## src/hdl/rmt_pkg.sv

```systemverilog
// Shared types and constants for the masked rule-table state machine.
// No dependencies; imported by the top level.
package rmt_pkg;

    localparam int FIELD_W = 8;
    localparam int INDEX_W = 6;

    localparam logic MODE_LOAD  = 1'b0;
    localparam logic MODE_EVENT = 1'b1;

    localparam int RESET_STATE = 10;

    typedef enum logic [1:0]
    {
        ST_IDLE,
        ST_SCAN,
        ST_DONE
    } rmt_state_t;

endpackage

```

## src/hdl/rmt_rule_mem.sv

```systemverilog
// Rule table storage: one-write, one-read memory with registered read data,
// plus a flip-flop valid bit per row cleared by reset. No dependencies.
module rmt_rule_mem #(
    parameter int ROWS   = 64,
    parameter int IDX_W  = 6,
    parameter int DATA_W = 48
) (
    input  logic              clk,
    input  logic              rst_n,
    input  logic              wr_en,
    input  logic [IDX_W-1:0]  wr_addr,
    input  logic              wr_valid,
    input  logic [DATA_W-1:0] wr_data,
    input  logic              rd_en,
    input  logic [IDX_W-1:0]  rd_addr,
    output logic              rd_valid,
    output logic [DATA_W-1:0] rd_data
);

    logic [DATA_W-1:0] mem [0:ROWS-1];
    logic [ROWS-1:0]   row_valid_reg;
    logic              rd_valid_reg;
    logic [DATA_W-1:0] rd_data_reg;

    always_ff @(posedge clk or negedge rst_n)
    begin
        if (!rst_n)
        begin
            row_valid_reg <= '0;
            rd_valid_reg  <= 1'b0;
        end
        else
        begin
            if (wr_en)
            begin
                row_valid_reg[wr_addr] <= wr_valid;
            end
            if (rd_en)
            begin
                rd_valid_reg <= row_valid_reg[rd_addr];
            end
        end
    end

    always_ff @(posedge clk)
    begin
        if (wr_en)
        begin
            mem[wr_addr] <= wr_data;
        end
        if (rd_en)
        begin
            rd_data_reg <= mem[rd_addr];
        end
    end

    assign rd_valid = rd_valid_reg;
    assign rd_data  = rd_data_reg;

endmodule

```

## src/hdl/rmt_row_cmp.sv

```systemverilog
// Shared row compare unit: checks one rule row against the current state
// and the event's key and flag bits. No dependencies.
module rmt_row_cmp #(
    parameter int STATE_WIDTH = 8,
    parameter int KEY_WIDTH   = 8,
    parameter int FLAG_WIDTH  = 8
) (
    input  logic                   row_valid,
    input  logic [STATE_WIDTH-1:0] row_state,
    input  logic [KEY_WIDTH-1:0]   row_key_mask,
    input  logic [KEY_WIDTH-1:0]   row_key_pattern,
    input  logic [FLAG_WIDTH-1:0]  row_flag_mask,
    input  logic [FLAG_WIDTH-1:0]  row_flag_pattern,
    input  logic [STATE_WIDTH-1:0] cur_state,
    input  logic [KEY_WIDTH-1:0]   key_bits,
    input  logic [FLAG_WIDTH-1:0]  flag_bits,
    output logic                   hit
);

    logic key_ok;
    logic flag_ok;

    assign key_ok  = ((key_bits ^ row_key_pattern) & row_key_mask) == '0;
    assign flag_ok = ((flag_bits ^ row_flag_pattern) & row_flag_mask) == '0;
    assign hit     = row_valid && (row_state == cur_state) && key_ok && flag_ok;

endmodule

```

## src/hdl/masked_rule_table_state_machine.sv

```systemverilog
// Top level of the masked rule-table state machine: sequencer, state registers
// and result register. Uses rmt_pkg, rmt_rule_mem and rmt_row_cmp.
//
// A load item (mode 0) writes one rule row and gives no result. An event
// item (mode 1) scans the table one row per cycle through the shared
// compare unit, reading rows from a registered-output memory, and stops at
// the lowest-indexed matching row. item_stall is high while the scan runs
// and while a finished result is held back by result_stall with the result
// register already full. Rows reset to invalid through per-row valid
// flip-flops, so no clearing pass is needed after reset.
module masked_rule_table_state_machine #(
    parameter int ROWS        = 64,
    parameter int STATE_WIDTH = 8,
    parameter int KEY_WIDTH   = 8,
    parameter int FLAG_WIDTH  = 8
) (
    input  logic                         clk,
    input  logic                         rst_n,
    input  logic                         item_valid,
    output logic                         item_stall,
    input  logic                         mode,
    input  logic [rmt_pkg::INDEX_W-1:0]  row_index,
    input  logic                         row_valid,
    input  logic [rmt_pkg::FIELD_W-1:0]  row_state,
    input  logic [rmt_pkg::FIELD_W-1:0]  row_key_mask,
    input  logic [rmt_pkg::FIELD_W-1:0]  row_key_pattern,
    input  logic [rmt_pkg::FIELD_W-1:0]  row_flag_mask,
    input  logic [rmt_pkg::FIELD_W-1:0]  row_flag_pattern,
    input  logic [rmt_pkg::FIELD_W-1:0]  row_next_state,
    input  logic [rmt_pkg::FIELD_W-1:0]  key_bits,
    input  logic [rmt_pkg::FIELD_W-1:0]  flag_bits,
    output logic                         result_valid,
    input  logic                         result_stall,
    output logic                         matched,
    output logic [rmt_pkg::INDEX_W-1:0]  match_row,
    output logic [rmt_pkg::FIELD_W-1:0]  new_state,
    output logic [rmt_pkg::FIELD_W-1:0]  prior_state
);

    import rmt_pkg::*;

    localparam int IDX_W  = (ROWS > 1) ? $clog2(ROWS) : 1;
    localparam int DATA_W = 2 * STATE_WIDTH + 2 * KEY_WIDTH + 2 * FLAG_WIDTH;
    localparam logic [IDX_W-1:0] LAST_ROW = IDX_W'(ROWS - 1);

    rmt_state_t state_reg, state_next;

    logic [STATE_WIDTH-1:0] cur_reg, cur_next;
    logic [STATE_WIDTH-1:0] prev_reg, prev_next;
    logic [KEY_WIDTH-1:0]   key_reg, key_next;
    logic [FLAG_WIDTH-1:0]  flag_reg, flag_next;
    logic [IDX_W-1:0]       addr_reg, addr_next;
    logic                   issuing_reg, issuing_next;
    logic                   pend_reg, pend_next;
    logic [IDX_W-1:0]       pend_idx_reg, pend_idx_next;
    logic                   res_hit_reg, res_hit_next;
    logic [IDX_W-1:0]       res_row_reg, res_row_next;
    logic [STATE_WIDTH-1:0] res_dst_reg, res_dst_next;
    logic                   out_valid_reg, out_valid_next;
    logic                   out_matched_reg, out_matched_next;
    logic [INDEX_W-1:0]     out_row_reg, out_row_next;
    logic [FIELD_W-1:0]     out_new_reg, out_new_next;
    logic [FIELD_W-1:0]     out_prior_reg, out_prior_next;

    logic                   accept;
    logic                   load_acc;
    logic                   evt_acc;
    logic                   row_fits;
    logic                   issue_en;
    logic                   out_free;
    logic                   out_load;
    logic                   hit;
    logic                   decide;

    logic [DATA_W-1:0]      wr_data;
    logic                   rd_valid;
    logic [DATA_W-1:0]      rd_data;
    logic [STATE_WIDTH-1:0] rd_src;
    logic [KEY_WIDTH-1:0]   rd_kmask;
    logic [KEY_WIDTH-1:0]   rd_kpat;
    logic [FLAG_WIDTH-1:0]  rd_fmask;
    logic [FLAG_WIDTH-1:0]  rd_fpat;
    logic [STATE_WIDTH-1:0] rd_dst;

    assign accept   = item_valid && !item_stall;
    assign load_acc = accept && (mode == MODE_LOAD);
    assign evt_acc  = accept && (mode == MODE_EVENT);
    assign row_fits = int'(row_index) < ROWS;
    assign out_free = !out_valid_reg || !result_stall;

    assign wr_data = {STATE_WIDTH'(row_state),
                      KEY_WIDTH'(row_key_mask),
                      KEY_WIDTH'(row_key_pattern),
                      FLAG_WIDTH'(row_flag_mask),
                      FLAG_WIDTH'(row_flag_pattern),
                      STATE_WIDTH'(row_next_state)};

    assign {rd_src, rd_kmask, rd_kpat, rd_fmask, rd_fpat, rd_dst} = rd_data;

    rmt_rule_mem #(
        .ROWS   (ROWS),
        .IDX_W  (IDX_W),
        .DATA_W (DATA_W)
    ) u_mem (
        .clk      (clk),
        .rst_n    (rst_n),
        .wr_en    (load_acc && row_fits),
        .wr_addr  (IDX_W'(row_index)),
        .wr_valid (row_valid),
        .wr_data  (wr_data),
        .rd_en    (issue_en),
        .rd_addr  (addr_reg),
        .rd_valid (rd_valid),
        .rd_data  (rd_data)
    );

    rmt_row_cmp #(
        .STATE_WIDTH (STATE_WIDTH),
        .KEY_WIDTH   (KEY_WIDTH),
        .FLAG_WIDTH  (FLAG_WIDTH)
    ) u_cmp (
        .row_valid        (rd_valid),
        .row_state        (rd_src),
        .row_key_mask     (rd_kmask),
        .row_key_pattern  (rd_kpat),
        .row_flag_mask    (rd_fmask),
        .row_flag_pattern (rd_fpat),
        .cur_state        (cur_reg),
        .key_bits         (key_reg),
        .flag_bits        (flag_reg),
        .hit              (hit)
    );

    assign decide = (state_reg == ST_SCAN) && pend_reg && (hit || (pend_idx_reg == LAST_ROW));

    // next state
    always_comb
    begin
        state_next = state_reg;
        unique case (state_reg)
            ST_IDLE:
            begin
                if (evt_acc)
                begin
                    state_next = ST_SCAN;
                end
            end
            ST_SCAN:
            begin
                if (decide)
                begin
                    state_next = ST_DONE;
                end
            end
            ST_DONE:
            begin
                if (out_free)
                begin
                    state_next = ST_IDLE;
                end
            end
            default:
            begin
                state_next = ST_IDLE;
            end
        endcase
    end

    // fsm outputs
    always_comb
    begin
        item_stall = 1'b1;
        issue_en   = 1'b0;
        out_load   = 1'b0;
        unique case (state_reg)
            ST_IDLE:
            begin
                item_stall = 1'b0;
            end
            ST_SCAN:
            begin
                issue_en = issuing_reg;
            end
            ST_DONE:
            begin
                out_load = out_free;
            end
            default:
            begin
                item_stall = 1'b1;
            end
        endcase
    end

    // datapath
    always_comb
    begin
        cur_next         = cur_reg;
        prev_next        = prev_reg;
        key_next         = key_reg;
        flag_next        = flag_reg;
        addr_next        = addr_reg;
        issuing_next     = issuing_reg;
        pend_next        = issue_en;
        pend_idx_next    = addr_reg;
        res_hit_next     = res_hit_reg;
        res_row_next     = res_row_reg;
        res_dst_next     = res_dst_reg;
        out_valid_next   = out_valid_reg && result_stall;
        out_matched_next = out_matched_reg;
        out_row_next     = out_row_reg;
        out_new_next     = out_new_reg;
        out_prior_next   = out_prior_reg;

        if (evt_acc)
        begin
            key_next     = KEY_WIDTH'(key_bits);
            flag_next    = FLAG_WIDTH'(flag_bits);
            addr_next    = '0;
            issuing_next = 1'b1;
            pend_next    = 1'b0;
        end

        if (issue_en)
        begin
            if (addr_reg == LAST_ROW)
            begin
                issuing_next = 1'b0;
            end
            else
            begin
                addr_next = addr_reg + 1'b1;
            end
        end

        if (decide)
        begin
            issuing_next = 1'b0;
            res_hit_next = hit;
            res_row_next = hit ? pend_idx_reg : '0;
            res_dst_next = rd_dst;
        end

        if (out_load)
        begin
            out_valid_next   = 1'b1;
            out_matched_next = res_hit_reg;
            out_row_next     = INDEX_W'(res_row_reg);
            if (res_hit_reg)
            begin
                cur_next       = res_dst_reg;
                prev_next      = cur_reg;
                out_new_next   = FIELD_W'(res_dst_reg);
                out_prior_next = FIELD_W'(cur_reg);
            end
            else
            begin
                out_new_next   = FIELD_W'(cur_reg);
                out_prior_next = FIELD_W'(prev_reg);
            end
        end
    end

    always_ff @(posedge clk or negedge rst_n)
    begin
        if (!rst_n)
        begin
            state_reg     <= ST_IDLE;
            cur_reg       <= STATE_WIDTH'(RESET_STATE);
            prev_reg      <= '0;
            issuing_reg   <= 1'b0;
            pend_reg      <= 1'b0;
            out_valid_reg <= 1'b0;
        end
        else
        begin
            state_reg     <= state_next;
            cur_reg       <= cur_next;
            prev_reg      <= prev_next;
            issuing_reg   <= issuing_next;
            pend_reg      <= pend_next;
            out_valid_reg <= out_valid_next;
        end
    end

    always_ff @(posedge clk)
    begin
        key_reg         <= key_next;
        flag_reg        <= flag_next;
        addr_reg        <= addr_next;
        pend_idx_reg    <= pend_idx_next;
        res_hit_reg     <= res_hit_next;
        res_row_reg     <= res_row_next;
        res_dst_reg     <= res_dst_next;
        out_matched_reg <= out_matched_next;
        out_row_reg     <= out_row_next;
        out_new_reg     <= out_new_next;
        out_prior_reg   <= out_prior_next;
    end

    assign result_valid = out_valid_reg;
    assign matched      = out_matched_reg;
    assign match_row    = out_row_reg;
    assign new_state    = out_new_reg;
    assign prior_state  = out_prior_reg;

endmodule
```

## config.mk

```make
export PLATFORM = sky130hd
export DESIGN_NAME = masked_rule_table_state_machine
export DESIGN_NICKNAME = d
export VERILOG_FILES = /design/src/hdl/rmt_pkg.sv /design/src/hdl/rmt_rule_mem.sv /design/src/hdl/rmt_row_cmp.sv /design/src/hdl/masked_rule_table_state_machine.sv
export SDC_FILE = /design/constraint.sdc
export NUM_CORES = 2
export LEC_CHECK = 0
export ABC_CLOCK_PERIOD_IN_PS = 10750
export BUFFER_PORTS_ARGS = -buffer_cell sky130_fd_sc_hd__buf_4
export CAP_MARGIN = 20
export CORE_MARGIN = 1.5
export CORE_UTILIZATION = 35
export CTS_CLUSTER_SIZE = 12
export DETAILED_ROUTE_END_ITERATION = 10
export HOLD_SLACK_MARGIN = 0.03
export PLACE_DENSITY = 0.49
export SLEW_MARGIN = 20
export SYNTH_ARGS = -nofsm -noshare
export SYNTH_HDL_FRONTEND = slang
export SYNTH_SLANG_ARGS = --single-unit
```

## constraint.sdc

```tcl
create_clock -name clk -period 10.75 [get_ports clk]
set_clock_uncertainty 0.2 [all_clocks]
set_input_delay 0.5375 -clock clk [delete_from_list [all_inputs] [get_ports clk]]
set_output_delay 0.5375 -clock clk [all_outputs]
set_load 0.01 [all_outputs]
```

==> results.json <==
{
  "cp_max_fo": 89,
  "layout-drive-gt1-share_pct": 30.4,
  "gr-max-usage-layer": "met2",
  "synth_cells": 5216,
  "worstSetupPathType": "register to register",
  "place.gp.congestion": 0.770,
  "coreArea_um2": 353000,
  "vias": 59487,
  "clock_power_share_pct": 33.7,
  "reg2regPathDepth": 7,
  "rrSetupSlack_ns": 5.72,
  "cts_hold_buf": 70,
  "drv_cap": 0,
  "switching_share_pct": 28.9,
  "drt_iter0_drc": 6839,
  "met3_usage_pct": 2.66,
  "setup_viol": 0,
  "use_met1_pct": 29.6,
  "timing.rr.start": "addr_reg[0]",
  "min_from": "mode",
  "wl_per_cell_um": 35.4,
  "nFillCells": 31055,
  "yosys-top-cells-count": "edfxtp_1 (3174), mux4_2 (876), a22oi_1 (119)",
  "syn2layout_area_growth_pct": 15.1,
  "drc": 0,
  "fin_crit_ns": 5.03,
  "p_int_w": 0.0245,
  "place_inst": 9932,
  "ys_seq_area_share_pct": 78.4,
  "antenna_found_initial": 23,
  "total_power_w": 0.0344,
  "met2_usage_pct": 34.2,
  "dpl.hpwl_um": 203000,
  "antenna_left": 0,
  "synth.most_common_cell": "edfxtp_1",
  "r2r_end": "u_mem.rd_data[38]",
  "layout.nets": 5705,
  "grt_max_degree": 102,
  "fin_ws_ns": 5.72,
  "rows": 218,
  "cts.path.max_buffers": 4,
  "holdPathStages": 6,
  "cts_root_buf": "clkbuf_16",
  "max_clock_freq_mhz": 199,
  "cts_sinks": 3272,
  "initial_utilization_pct": 35.3,
  "syn-num-nets": 5293,
  "tritoncts": "done",
  "finalWirelength_um": 377000,
  "leakagePower_nw": 44.3,
  "synth.cell_area_um2": 125000,
  "syn_avg_cell_area_um2": 23.9,
  "crit_required_ns": 11.19,
  "synth_top_cells_by_area": "edfxtp_1 (76%), mux4_2 (16%), dfrtp_1 (1.7%)",
  "rsz0062_at_grt": "no",
  "largest_reg_flops": 3072,
  "firstDrtPassIters": 6,
  "ys_types": 49,
  "synth.top_cell.area_share_pct": 76.5,
  "fin_crit_sh_pct": 46.7,
  "relSlewSlack_pct": 21.9,
  "clk_latency_ns": 0.94,
  "status": "finished clean",
  "hold_end": "addr_reg[0]",
  "power_density_nw_per_um2": 240,
  "synth_area_leader_cell": "edfxtp_1",
  "ir_worst_vdd_mv": 0.152,
  "synth-edff-count": 3174,
  "vias_per_cell": 5.58,
  "io_buffers": 100,
  "dominantRegCellSynth": "edfxtp_1",
  "numCtsBuffers": 354,
  "synth-seq-cells": 3272,
  "ios": 101,
  "grt_pass1_wl_um": 515000,
  "tns_ns": 0,
  "grt_use_total_pct": 20.8,
  "pwr-share-comb_pct": 23.7,
  "overflow": 0,
  "startpoint_type": "register",
  "post-cts-setup-buffers": 0,
  "die_h_um": 600,
  "hold_viol": 0,
  "crit_arrival_ns": 5.46,
  "cts_max_level": 5,
  "endpoint_kind": "register",
  "fin_area_um2": 144000,
  "tightest_slew_ns": 1.17,
  "yosys_warnings": 0,
  "die-width_um": 600,
  "seq_power_share_pct": 42.5,
  "synthArstFlopShare_pct": 2.63,
  "cts.clk_slew.worst_paths_ns": 0.06,
  "post_cts_resized": 0,
  "fin_cells": 10652,
  "place_ws_ns": 5.58,
  "hold_path.class": "input pin to register",
  "die-area_um2": 360000,
  "placed_cell_area_um2": 132000,
  "final_max_slew_viol_count": 0,
  "p_sw_w": 0.00996,
  "grt_pass1_vias": 60471
}
-- metal layers --
metal  share of wire (%)  vias to the layer above
met5               0.018                        -
met4                 2.3                       10
met3                 5.7                      471
met2                  49                     2096
met1                  43                    33598
li1                    -                    23312
-- placed cells by master (no fill, tap or decap), types with 6 or more instances in the layout --
cell / instances
dlygate4sd3_1: 69
a22o_1: 18
buf_12: 15
a32oi_1: 6
a221oi_1: 21
a211oi_1: 49
dfrtp_1: 84
and2_1: 10
edfxtp_1: 3174
nor2_1: 16
nor2_4: 66
mux2_2: 101
dfxtp_1: 6
clkinv_8: 6
clkbuf_1: 111
nand3_1: 26
mux2i_1: 83
diode_2: 11
mux4_2: 876
nor2b_1: 57
bufinv_16: 14
clkbuf_16: 361
a22oi_1: 119
buf_4: 246
xor2_1: 21
nand4_1: 6
clkinv_1: 69
clkbuf_8: 7
nand2_1: 57
and3_1: 7
a21oi_1: 52
o21ai_0: 11
clkinv_2: 49
buf_6: 8
-- critical path, stage by stage (launching register included) --
cell and delay, ns:
dfxtp_4 0.95, buf_12 0.51, buf_4 0.72, mux4_2 0.60
mux2i_1 0.26, a21oi_1 0.20, a22oi_1 0.85, o21ai_1 0.16
-- cell families (layout without fill, tap and decap cells) --
family,after synthesis,count (layout),synth area share [%]
AO/OA/AOI/OAI,297,297,1.71
other,0,11,0
flip-flops,3272,3272,78.4
AND/OR/NAND/NOR,271,271,1.06
XOR/XNOR,25,25,0.176
adder cells (fa/ha/maj),1,1,0.0100
multiplexers,1060,1060,17.4
buffers and inverters,290,985,1.27
-- power groups by stage --
| stage | Combinational, W | Clock [W] | Sequential, W |
|---|---|---|---|
| 5_1_grt | 0.00865 | 0.0123 | 0.0147 |
| 4_1_cts | 0.00835 | 0.0118 | 0.0147 |
| 3_3_place_gp | 0.00831 | 0 | 0.0149 |
| 2_1_floorplan | 0.00576 | 0 | 0.0145 |
| 6_report | 0.00817 | 0.0116 | 0.0147 |
| 3_5_place_dp | 0.00830 | 0 | 0.0149 |
-- worst max-delay path by stage --
stage	slack (ns)	endpoint	from
after global routing	5.50	u_mem.rd_data[30]	addr_reg[0]
after floorplan	6.53	u_mem.row_valid_reg[10]	row_index[3]
final	5.72	u_mem.rd_data[38]	addr_reg[0]
after global placement	5.53	u_mem.rd_data[30]	addr_reg[0]
after CTS	5.58	u_mem.rd_data[30]	addr_reg[0]
after detailed placement	5.58	u_mem.rd_data[30]	addr_reg[0]
-- final cells by class --
| type | instances | area (µm²) | area share (%) |
|---|---|---|---|
| Multi-Input combinational cell | 1654 | 25900 | 18.1 |
| Inverter | 5 | 21.3 | 0.0148 |
| Clock buffer | 479 | 9550 | 6.65 |
| Timing Repair Buffer | 341 | 3000 | 2.09 |
| Antenna cell | 11 | 27.5 | 0.0192 |
| Clock inverter | 160 | 1350 | 0.941 |
| Sequential cell | 3272 | 97700 | 68.1 |
| Tap cell | 4730 | 5920 | 4.12 |
-- per-stage QoR --
step	hold slack, ns	utilization (%)
floorplan	0.0419	-
global placement	0.203	37.3
detailed placement	0.221	37.3
CTS	0.0483	40.6
global route	0.100	40.6
finish	0.104	40.6
Power figures use the tool's default switching activity.
